<file path="config.mk">
export PLATFORM = sky130hd
export DESIGN_NAME = date_to_day_index_unit
export DESIGN_NICKNAME = d
export VERILOG_FILES = /design/src/hdl/d2di_pkg.sv /design/src/hdl/d2di_calc.sv /design/src/hdl/date_to_day_index_unit.sv
export SDC_FILE = /design/constraint.sdc
export NUM_CORES = 1
export LEC_CHECK = 0
export BUFFER_PORTS_ARGS = -buffer_cell sky130_fd_sc_hd__buf_2
export CORE_MARGIN = 2
export CORE_UTILIZATION = 58
export DETAILED_ROUTE_END_ITERATION = 7
export HOLD_SLACK_MARGIN = 0.05
export PLACE_DENSITY = 0.79
export SLEW_MARGIN = 40
export SYNTH_ARGS = -nofsm -noshare
export SYNTH_HDL_FRONTEND = slang
export SYNTH_HIERARCHICAL = 1
export SYNTH_SLANG_ARGS = --single-unit
</file>
<file path="constraint.sdc">
create_clock -name i_clk -period 15.77 [get_ports i_clk]
set_clock_uncertainty 0.15 [all_clocks]
set_input_delay 1.577 -clock i_clk [delete_from_list [all_inputs] [get_ports i_clk]]
set_output_delay 1.577 -clock i_clk [all_outputs]
set_load 0.05 [all_outputs]
</file>
<file path="src/hdl/d2di_pkg.sv">
`timescale 1ns / 1ps

package d2di_pkg;

    // Field widths
    localparam int unsigned YEAR_W  = 12;
    localparam int unsigned MONTH_W = 4;
    localparam int unsigned DAY_W   = 5;
    localparam int unsigned INDEX_W = 24;

    // Packed stream widths, padded to whole bytes
    localparam int unsigned S_TDATA_W = 24;
    localparam int unsigned M_TDATA_W = 24;

    // Calendar constants
    localparam logic [YEAR_W-1:0]         EPOCH_YEAR = 12'd2000;
    // Days from the start of year 0 to 1 January 2000: 365*2000 + 500
    localparam logic signed [INDEX_W-1:0] EPOCH_DAYS = 24'sd730500;
    localparam logic signed [INDEX_W-1:0] LIMIT_POS  = 24'sd5000000;
    localparam logic signed [INDEX_W-1:0] LIMIT_NEG  = -24'sd5000000;

    // Month codes
    localparam logic [MONTH_W-1:0] MONTH_JAN = 4'd1;
    localparam logic [MONTH_W-1:0] MONTH_FEB = 4'd2;
    localparam logic [MONTH_W-1:0] MONTH_DEC = 4'd12;

    typedef struct packed {
        logic [DAY_W-1:0]   day;
        logic [MONTH_W-1:0] month;
        logic [YEAR_W-1:0]  year;
    } t_d2di_date;

    typedef struct packed {
        logic                      date_valid;
        logic signed [INDEX_W-1:0] day_index;
    } t_d2di_res;

    // Length of a month in a common year; zero for codes that are no month
    function automatic logic [DAY_W-1:0] month_len(input logic [MONTH_W-1:0] m);
        logic [DAY_W-1:0] len;
        unique case (m)
            4'd1, 4'd3, 4'd5, 4'd7, 4'd8, 4'd10, 4'd12: len = 5'd31;
            4'd4, 4'd6, 4'd9, 4'd11:                   len = 5'd30;
            4'd2:                                      len = 5'd28;
            default:                                   len = 5'd0;
        endcase
        return len;
    endfunction

    // Days in the months before month m of a common year
    function automatic logic [8:0] days_before_month(input logic [MONTH_W-1:0] m);
        logic [8:0] d;
        unique case (m)
            4'd1:    d = 9'd0;
            4'd2:    d = 9'd31;
            4'd3:    d = 9'd59;
            4'd4:    d = 9'd90;
            4'd5:    d = 9'd120;
            4'd6:    d = 9'd151;
            4'd7:    d = 9'd181;
            4'd8:    d = 9'd212;
            4'd9:    d = 9'd243;
            4'd10:   d = 9'd273;
            4'd11:   d = 9'd304;
            4'd12:   d = 9'd334;
            default: d = 9'd0;
        endcase
        return d;
    endfunction

endpackage

</file>
<file path="src/hdl/d2di_calc.sv">
`timescale 1ns / 1ps

module d2di_calc
    import d2di_pkg::*;
(
    input  t_d2di_date i_date,
    output t_d2di_res  o_res
);

    logic                      leap;
    logic [DAY_W-1:0]          len;
    logic                      ok;
    logic [20:0]               year_days;
    logic [10:0]               leap_days;
    logic [12:0]               year_p3;
    logic [21:0]               abs_days;
    logic signed [INDEX_W-1:0] idx;

    // Check that the date exists under the every-fourth-year leap rule
    always_comb begin
        leap = (i_date.year[1:0] == 2'b00);
        len  = month_len(i_date.month);
        if (i_date.month == MONTH_FEB && leap) begin
            len = 5'd29;
        end
        ok = (i_date.month >= MONTH_JAN) && (i_date.month <= MONTH_DEC) &&
             (i_date.day != '0) && (i_date.day <= len);
    end

    // Count days from the start of year 0, then move the origin to 2000
    always_comb begin
        year_days = 21'(i_date.year) * 21'd365;
        year_p3   = 13'(i_date.year) + 13'd3;
        leap_days = year_p3[12:2];
        abs_days  = 22'(year_days) + 22'(leap_days)
                  + 22'(days_before_month(i_date.month))
                  + 22'((i_date.month > MONTH_FEB) && leap)
                  + 22'(i_date.day) - 22'd1;
        idx       = $signed({2'b00, abs_days}) - EPOCH_DAYS;
    end

    // Saturate invalid dates toward the side of the epoch they fall on
    always_comb begin
        o_res.date_valid = ok;
        if (ok) begin
            o_res.day_index = idx;
        end else if (i_date.year >= EPOCH_YEAR) begin
            o_res.day_index = LIMIT_POS;
        end else begin
            o_res.day_index = LIMIT_NEG;
        end
    end

endmodule

</file>
<file path="src/hdl/date_to_day_index_unit.sv">
`timescale 1ns / 1ps

// Channel | Direction | tdata (low bit up)                 | tuser
// s_axis  | in        | year[11:0] month[15:12] day[20:16] | -
// m_axis  | out       | day_index[23:0] (signed)           | date_valid[0]
//
// One item per cycle sustained while m_axis is ready. An accepted item sits in the
// input register, then moves on into the result register and shows on m_axis.
// The conversion between the two registers is a constant multiply by 365,
// a month table and one adder chain. i_rst_n is synchronous, active low,
// and empties both stages. A stall on m_axis holds the result register and
// backs up into the input register; s_axis stays ready while either has room.

module date_to_day_index_unit
    import d2di_pkg::*;
(
    input  logic                 i_clk,
    input  logic                 i_rst_n,
    input  logic                 s_axis_tvalid,
    output logic                 s_axis_tready,
    input  logic [S_TDATA_W-1:0] s_axis_tdata,   // year[11:0], month[15:12], day[20:16], zero pad
    output logic                 m_axis_tvalid,
    input  logic                 m_axis_tready,
    output logic [M_TDATA_W-1:0] m_axis_tdata,   // day_index[23:0]
    output logic [0:0]           m_axis_tuser    // date_valid[0]
);

    logic       r_in_v,  n_in_v;
    logic       r_out_v, n_out_v;
    t_d2di_date r_date;
    t_d2di_res  r_res;
    t_d2di_res  calc_res;
    logic       out_load;
    logic       in_load;

    // Advance a stage when the one after it has room
    assign out_load      = !r_out_v || m_axis_tready;
    assign s_axis_tready = !r_in_v || out_load;
    assign in_load       = s_axis_tvalid && s_axis_tready;

    always_comb begin
        n_in_v  = r_in_v;
        n_out_v = r_out_v;
        if (out_load) begin
            n_out_v = r_in_v;
        end
        if (s_axis_tready) begin
            n_in_v = s_axis_tvalid;
        end
    end

    always_ff @(posedge i_clk) begin
        if (!i_rst_n) begin
            r_in_v  <= 1'b0;
            r_out_v <= 1'b0;
        end else begin
            r_in_v  <= n_in_v;
            r_out_v <= n_out_v;
        end
    end

    // Capture the accepted item
    always_ff @(posedge i_clk) begin
        if (in_load) begin
            r_date <= t_d2di_date'(s_axis_tdata[$bits(t_d2di_date)-1:0]);
        end
    end

    d2di_calc u_calc (
        .i_date (r_date),
        .o_res  (calc_res)
    );

    // Hold the result until it is taken
    always_ff @(posedge i_clk) begin
        if (out_load && r_in_v) begin
            r_res <= calc_res;
        end
    end

    assign m_axis_tvalid = r_out_v;
    assign m_axis_tdata  = r_res.day_index;
    assign m_axis_tuser  = r_res.date_valid;

    // An invalid date always leaves with one of the two limit values
    a_invalid_limit: assert property (@(posedge i_clk) disable iff (!i_rst_n)
        (m_axis_tvalid && !m_axis_tuser[0]) |->
        ($signed(m_axis_tdata) == LIMIT_POS || $signed(m_axis_tdata) == LIMIT_NEG))
        else $error("invalid date without limit index");

    // A valid date never lies before year 0
    a_valid_range: assert property (@(posedge i_clk) disable iff (!i_rst_n)
        (m_axis_tvalid && m_axis_tuser[0]) |-> ($signed(m_axis_tdata) >= -EPOCH_DAYS))
        else $error("valid index before year 0");

    // A held item in the input stage is not dropped while the output stalls
    a_in_hold: assert property (@(posedge i_clk) disable iff (!i_rst_n)
        (r_in_v && !out_load) |=> (r_in_v && $stable(r_date)))
        else $error("input stage lost an item under stall");

    // An item in the input stage moves to the output when the output has room
    a_in_to_out: assert property (@(posedge i_clk) disable iff (!i_rst_n)
        (r_in_v && out_load) |=> m_axis_tvalid)
        else $error("item not moved to output stage");

    // Reset empties the pipeline
    a_reset_empty: assert property (@(posedge i_clk)
        !i_rst_n |=> (!m_axis_tvalid && !r_in_v))
        else $error("pipeline not empty after reset");

endmodule
</file>
# Word-level counts from Yosys, hierarchy flattened
# Memories as Yosys holds them, arrays and structs flattened. A register that Yosys moved wholly into a read port is not among the register bits.
# Cells that the tools add are included.
word_totals:
  mem_count: 2
  latch_bits: 0
  elab_cells: 41
  mem_bits_ro: 224
  mem_bits_rw: 0
  register_bits: 48
memory_table:
  columns: ["name", "words", "width", "rd", "rd_clocked_by_memory_dff", "write_ports", "line_no", "source"]
  rows:
  - ["(name not given)", 16, 9, 1, 1, 0, "d2di_pkg.sv:53", "unique case (m)"]
  - ["(name not given)", 16, 5, 1, 1, 0, "d2di_pkg.sv:41", "unique case (m)"]
op_classes:
  n_eq_ne: 1
  shift: 0
  mux: 5
  div: 0
  add_sub_neg: 7
  reduce_logical: 13
  magnitude_cmp: 5
  mul: 1
  bitwise_logic: 0
op_table:
  columns: ["operator", "count"]
  rows:
  - ["$mux W24", 2]
  - ["$sub A22 B20 Y23 const B", 1]
  - ["$add A21 B11 Y22", 1]
  - ["$add A22 B1 Y22", 1]
  - ["$add A22 B5 Y22", 1]
  - ["$add A22 B9 Y22", 1]
  - ["$sub A22 B1 Y22 const B", 1]
  - ["$mul A12 B9 Y21 const B", 1]
  - ["$add A12 B2 Y13 const B", 1]
  - ["$ge A12 B11 Y1 const B", 1]
  - ["$mux W4", 2]
  - ["$logic_and A1 B1 Y1", 7]
  - ["$le A5 B5 Y1", 1]
  - ["$mux W5", 1]
  - ["$reduce_bool A5 Y1", 1]
  - ["$eq A4 B2 Y1 const B", 1]
  - ["$ge A4 B1 Y1 const B", 1]
  - ["$gt A4 B2 Y1 const B", 1]
  - ["$le A4 B4 Y1 const B", 1]
  - ["$logic_not A1 Y1", 2]
  - ["$logic_not A2 Y1", 1]
  - ["$logic_or A1 B1 Y1", 2]

# Longest topological paths before layout
depth:
  word_depth: 8
  ltp_mapped: 26
  mapped_depth_nobuf: 25

# Hierarchy
# Netlist, hierarchy kept.
modules_own_cells:
  columns: ["mod", "cells_per_inst", "area_per_inst_um2", "instances"]
  rows:
  - ["d2di_calc", 616, 5171.2, 1]
  - ["date_to_day_index_unit", 55, 1485.2, 1]

# Worst setup path before layout
# OpenSTA, ideal clock, no wires.
synth_path:
  path_type: "register to register"
  startpoint: "reg r_date[1] (netlist name)"
  endpoint: "reg r_res (netlist bit m_axis_tdata[21]), data pin"
  stages_incl_launch_ff: 24
  arrival_ns: 5.907
  t_required_ns: 15.351
  setup_time_ns: 0.269
  slack_ns: 9.444
  synth_period_minus_slack_ns: 6.326
  cell_sequence: "edfxtp_1 > inv_1 > ha_1 > nor2b_1 > nand4_1 > xnor2_1 > fa_1 > ha_1 > fa_1 > inv_1 > fa_1 > fa_1 > inv_1 > ha_1 > clkbuf_2 > nand3_1 > or3_1 > a21oi_1 > o21ai_0 > o22a_1 > a22oi_2 > o221ai_2 > mux2i_1 > nand4_1"
synth_rtl:
  columns: ["element", "line_no", "source"]
  rows:
  - ["start, declared", "date_to_day_index_unit.sv:30", "t_d2di_date r_date;"]
  - ["start signal, assigned", "date_to_day_index_unit.sv:65", "r_date <= t_d2di_date'(s_axis_tdata[$bits(t_d2di_date)-1:0]);"]
  - ["end signal, assigned", "date_to_day_index_unit.sv:77", "r_res <= calc_res;"]
  - ["end, declared", "date_to_day_index_unit.sv:31", "t_d2di_res r_res;"]

==> results_dict.tcl <==
set metrics [dict create \
    run_status "finished, final reports clean" \
    floorplan.initialDensity_pct 58.80 \
    relSlewSlack_pct 51.60 \
    min_path_cells 2 \
    routedWlPerCell_um 15.45 \
    cts.reportedPaths.clkPinSlew_ns 0.07 \
    worst_setup_end_kind "flop" \
    detailroute.wirelength.met2_um 6452 \
    timing.fmax_mhz 137.2 \
    start_kind "flop" \
    yosysSeqAreaShare_pct 21.35 \
    die_w_um 111.1 \
    areaGrowthSynthToFinish_pct 8.722 \
    core_um2 11320 \
    final_net_count 913 \
    synth_area_um2 6656 \
    fillers 897 \
    cts_made_buffers 5 \
    post_cts.resized_instances 0 \
    number_of_diodes 0 \
    top_library_cells_by_usage_in_the_layout_fill_and_taps_aside "136 x sky130_fd_sc_hd__inv_1, 98 x sky130_fd_sc_hd__ha_1, 73 x sky130_fd_sc_hd__fa_1, 51 x sky130_fd_sc_hd__buf_2, 46 x sky130_fd_sc_hd__edfxtp_1" \
    min_from "m_axis_tvalid" \
    timing.hold.worst.class "flop to flop" \
    grt_setup_unrepaired "no" \
    r2r_end "m_axis_tdata[21]" \
    synthesis.area_per_instance_um2 9.920 \
    fp.dieArea_um2 12350 \
    final_layout_size_suffix_gt1_share_pct 11.33 \
    clock_tree.buffer_depth 2 \
    regToRegSetupSlack_ns 8.48 \
    totalWireLength_um 13260 \
    htree_num_levels 2 \
    syn-instance-count 671 \
    crit_fanout 7 \
    final.period_utilization_pct 46.22 \
    drc 0 \
    regArea_um2 1421 \
    port_buffers 51 \
    antenna_violation_net_count_after_detailed_routing 0 \
    mostFrequentLayoutCell "sky130_fd_sc_hd__inv_1" \
    layout.cell_area.non_filler_um2 7237 \
    grt_max_degree 26 \
    reg2reg_start "r_date[1]" \
    vias 4832 \
    finalCriticalPeriod_ns 7.289 \
    top_level_ports 55 \
    iteration_0_drc_markers 243 \
    edff_count_synth 46 \
    synthArstFlopShare_pct 0 \
    timing.critical_path.required_ns 15.64 \
    synth_cell_type_count 70 \
    floorplan.die.height_um 111.1 \
    timing.hold.worst_endpoint "r_in_v" \
    first_pass_grt_wire_length_um 22430 \
    worstMarginPinSlew_ns 0.7211 \
    avgViaCountPerCell 5.632 \
    drt-pass1-iter-count 5 \
    routed.top_layer "met4" \
    critical_path_arrival_ns 7.16 \
    number_of_hold_violations_in_the_final_report 0 \
    postSynthRegisterBits 48 \
    setup_violations 0 \
    first_global_vias 4888 \
    antenna_found_initial 0 \
    postSynth.topFlopCell "sky130_fd_sc_hd__edfxtp_1" \
    yosysWarningCount 6 \
    gr-total-overflow 0 \
    hold_buffers 0 \
    gp_congestion 0.8809 \
    hpwl_um 10910 \
    clock_sinks 48 \
    placed_cell_area_um2 7043 \
    worst_r2r_path_cells 23 \
    global_route.usage.total_pct 21.97 \
    met3_wirelength_um 712 \
    synth_nets 870 \
    cts_tree "done" \
    site_rows 39 \
    timing_max_transition_violations_final 0 \
    met1_length_um 5835 \
    multi_input_comb_area_um2 4669 \
    totalNegativeSetupSlack_ns 0 \
    cap_viol_max_count 0 \
    insertion_delay_ns 0.30 \
    clockRootBuffer "sky130_fd_sc_hd__clkbuf_16" \
    post-cts-setup-buffers 0 \
    timing.setup.critical_path_class "flop to flop" \
]
-- how the worst max path moves through the flow --
| stage | startpoint | end | slack (ns) | depth (start not counted) |
|---|---|---|---|---|
| after global placement | r_date[1] | m_axis_tdata[21] | 8.60 | 24 |
| after detailed placement | r_date[1] | m_axis_tdata[21] | 8.54 | 22 |
| after floorplan | r_date[1] | m_axis_tdata[21] | 9.44 | 23 |
| final | r_date[1] | m_axis_tdata[21] | 8.48 | 23 |
| after CTS | r_date[1] | m_axis_tdata[21] | 8.52 | 23 |
| after global routing | r_date[1] | m_axis_tdata[21] | 8.01 | 24 |
-- critical path, cell delays in order, from the launching register on --
cell and delay, ns:
sky130_fd_sc_hd__edfxtp_1 0.61, sky130_fd_sc_hd__inv_1 0.20, sky130_fd_sc_hd__ha_1 0.26, sky130_fd_sc_hd__nor2b_1 0.36, sky130_fd_sc_hd__nand2_1 0.12, sky130_fd_sc_hd__xnor2_1 0.23
sky130_fd_sc_hd__fa_1 0.48, sky130_fd_sc_hd__fa_1 0.44, sky130_fd_sc_hd__inv_1 0.08, sky130_fd_sc_hd__fa_1 0.41, sky130_fd_sc_hd__inv_1 0.09, sky130_fd_sc_hd__fa_1 0.43
sky130_fd_sc_hd__fa_1 0.54, sky130_fd_sc_hd__inv_1 0.04, sky130_fd_sc_hd__ha_1 0.35, sky130_fd_sc_hd__o21ai_1 0.10, sky130_fd_sc_hd__or3_1 0.42, sky130_fd_sc_hd__a21oi_1 0.32
sky130_fd_sc_hd__nor3_1 0.09, sky130_fd_sc_hd__nor3_1 0.44, sky130_fd_sc_hd__nand2_1 0.19, sky130_fd_sc_hd__o221ai_2 0.27, sky130_fd_sc_hd__mux2i_1 0.25, sky130_fd_sc_hd__nand4_1 0.13
-- cells in the mapped netlist (8+ instances only) --
cell                       number  area [µm²]
sky130_fd_sc_hd__nand3_1       25       125.1
sky130_fd_sc_hd__fa_1          73        1461
sky130_fd_sc_hd__nand4_1        8       50.05
sky130_fd_sc_hd__o21ai_0       23       115.1
sky130_fd_sc_hd__nor3_1        11       55.05
sky130_fd_sc_hd__and2_1         8       50.05
sky130_fd_sc_hd__ha_1          98        1226
sky130_fd_sc_hd__a21oi_1       31       155.2
sky130_fd_sc_hd__nor2b_1       10       62.56
sky130_fd_sc_hd__nand2_1       23       86.33
sky130_fd_sc_hd__clkbuf_1      10       37.54
sky130_fd_sc_hd__xor2_1        10       87.58
sky130_fd_sc_hd__o21ai_1        8       40.04
sky130_fd_sc_hd__inv_1        136       510.5
sky130_fd_sc_hd__nor2_1        22       82.58
sky130_fd_sc_hd__edfxtp_1      46        1381
sky130_fd_sc_hd__xnor2_1       25       219.0
-- layer usage --
layer  global-route usage, %  vias to the layer above
met5                       0                        -
met4                   6.667                        0
met3                   4.374                       24
met2                   37.83                      153
met1                   28.16                     2298
li1                        -                     2357
-- layout make-up --
class                   instances  area share (%)
clock buffers                   5           1.729
multi-input cells             471           64.52
flip-flops and latches         48           19.64
repair buffers                 52           3.631
clock inverters                 3          0.9509
well taps                     143           2.472
inverters                     136           7.054
-- state kept, by name, summed over array words and instances (netlist names) --
| name | count |
|---|---|
| m_axis_tdata | 24 |
| r_date | 21 |
| m_axis_tuser | 1 |
| m_axis_tvalid | 1 |
| r_in_v | 1 |
-- metrics by stage --
stage,hold WS [ns],cells,worst slack (ns),utilization (%)
6_report,0.3792,858,8.481,63.93
3_5_place_dp,0.3736,850,8.542,62.21
3_3_place_gp,0.3564,850,8.600,62.15
4_1_cts,0.3873,858,8.518,63.93
2_1_floorplan,0.3822,671,9.444,-
5_1_grt,0.4212,858,8.006,63.93
-- cells by family (layout without fill, tap and decap cells) --
kind of cell / Yosys count / after routing / synth area share [%]
buf+inv: 152 / 196 / 8.703
flops: 48 / 48 / 21.35
fa+ha+maj: 171 / 171 / 40.38
mux: 8 / 8 / 1.241
simple gates: 134 / 134 / 10.71
compound gates: 122 / 122 / 12.76
xor+xnor: 36 / 36 / 4.850
Power is not shown: default switching activity piles up to over one toggle a cycle in this logic, so the estimate is an artifact.
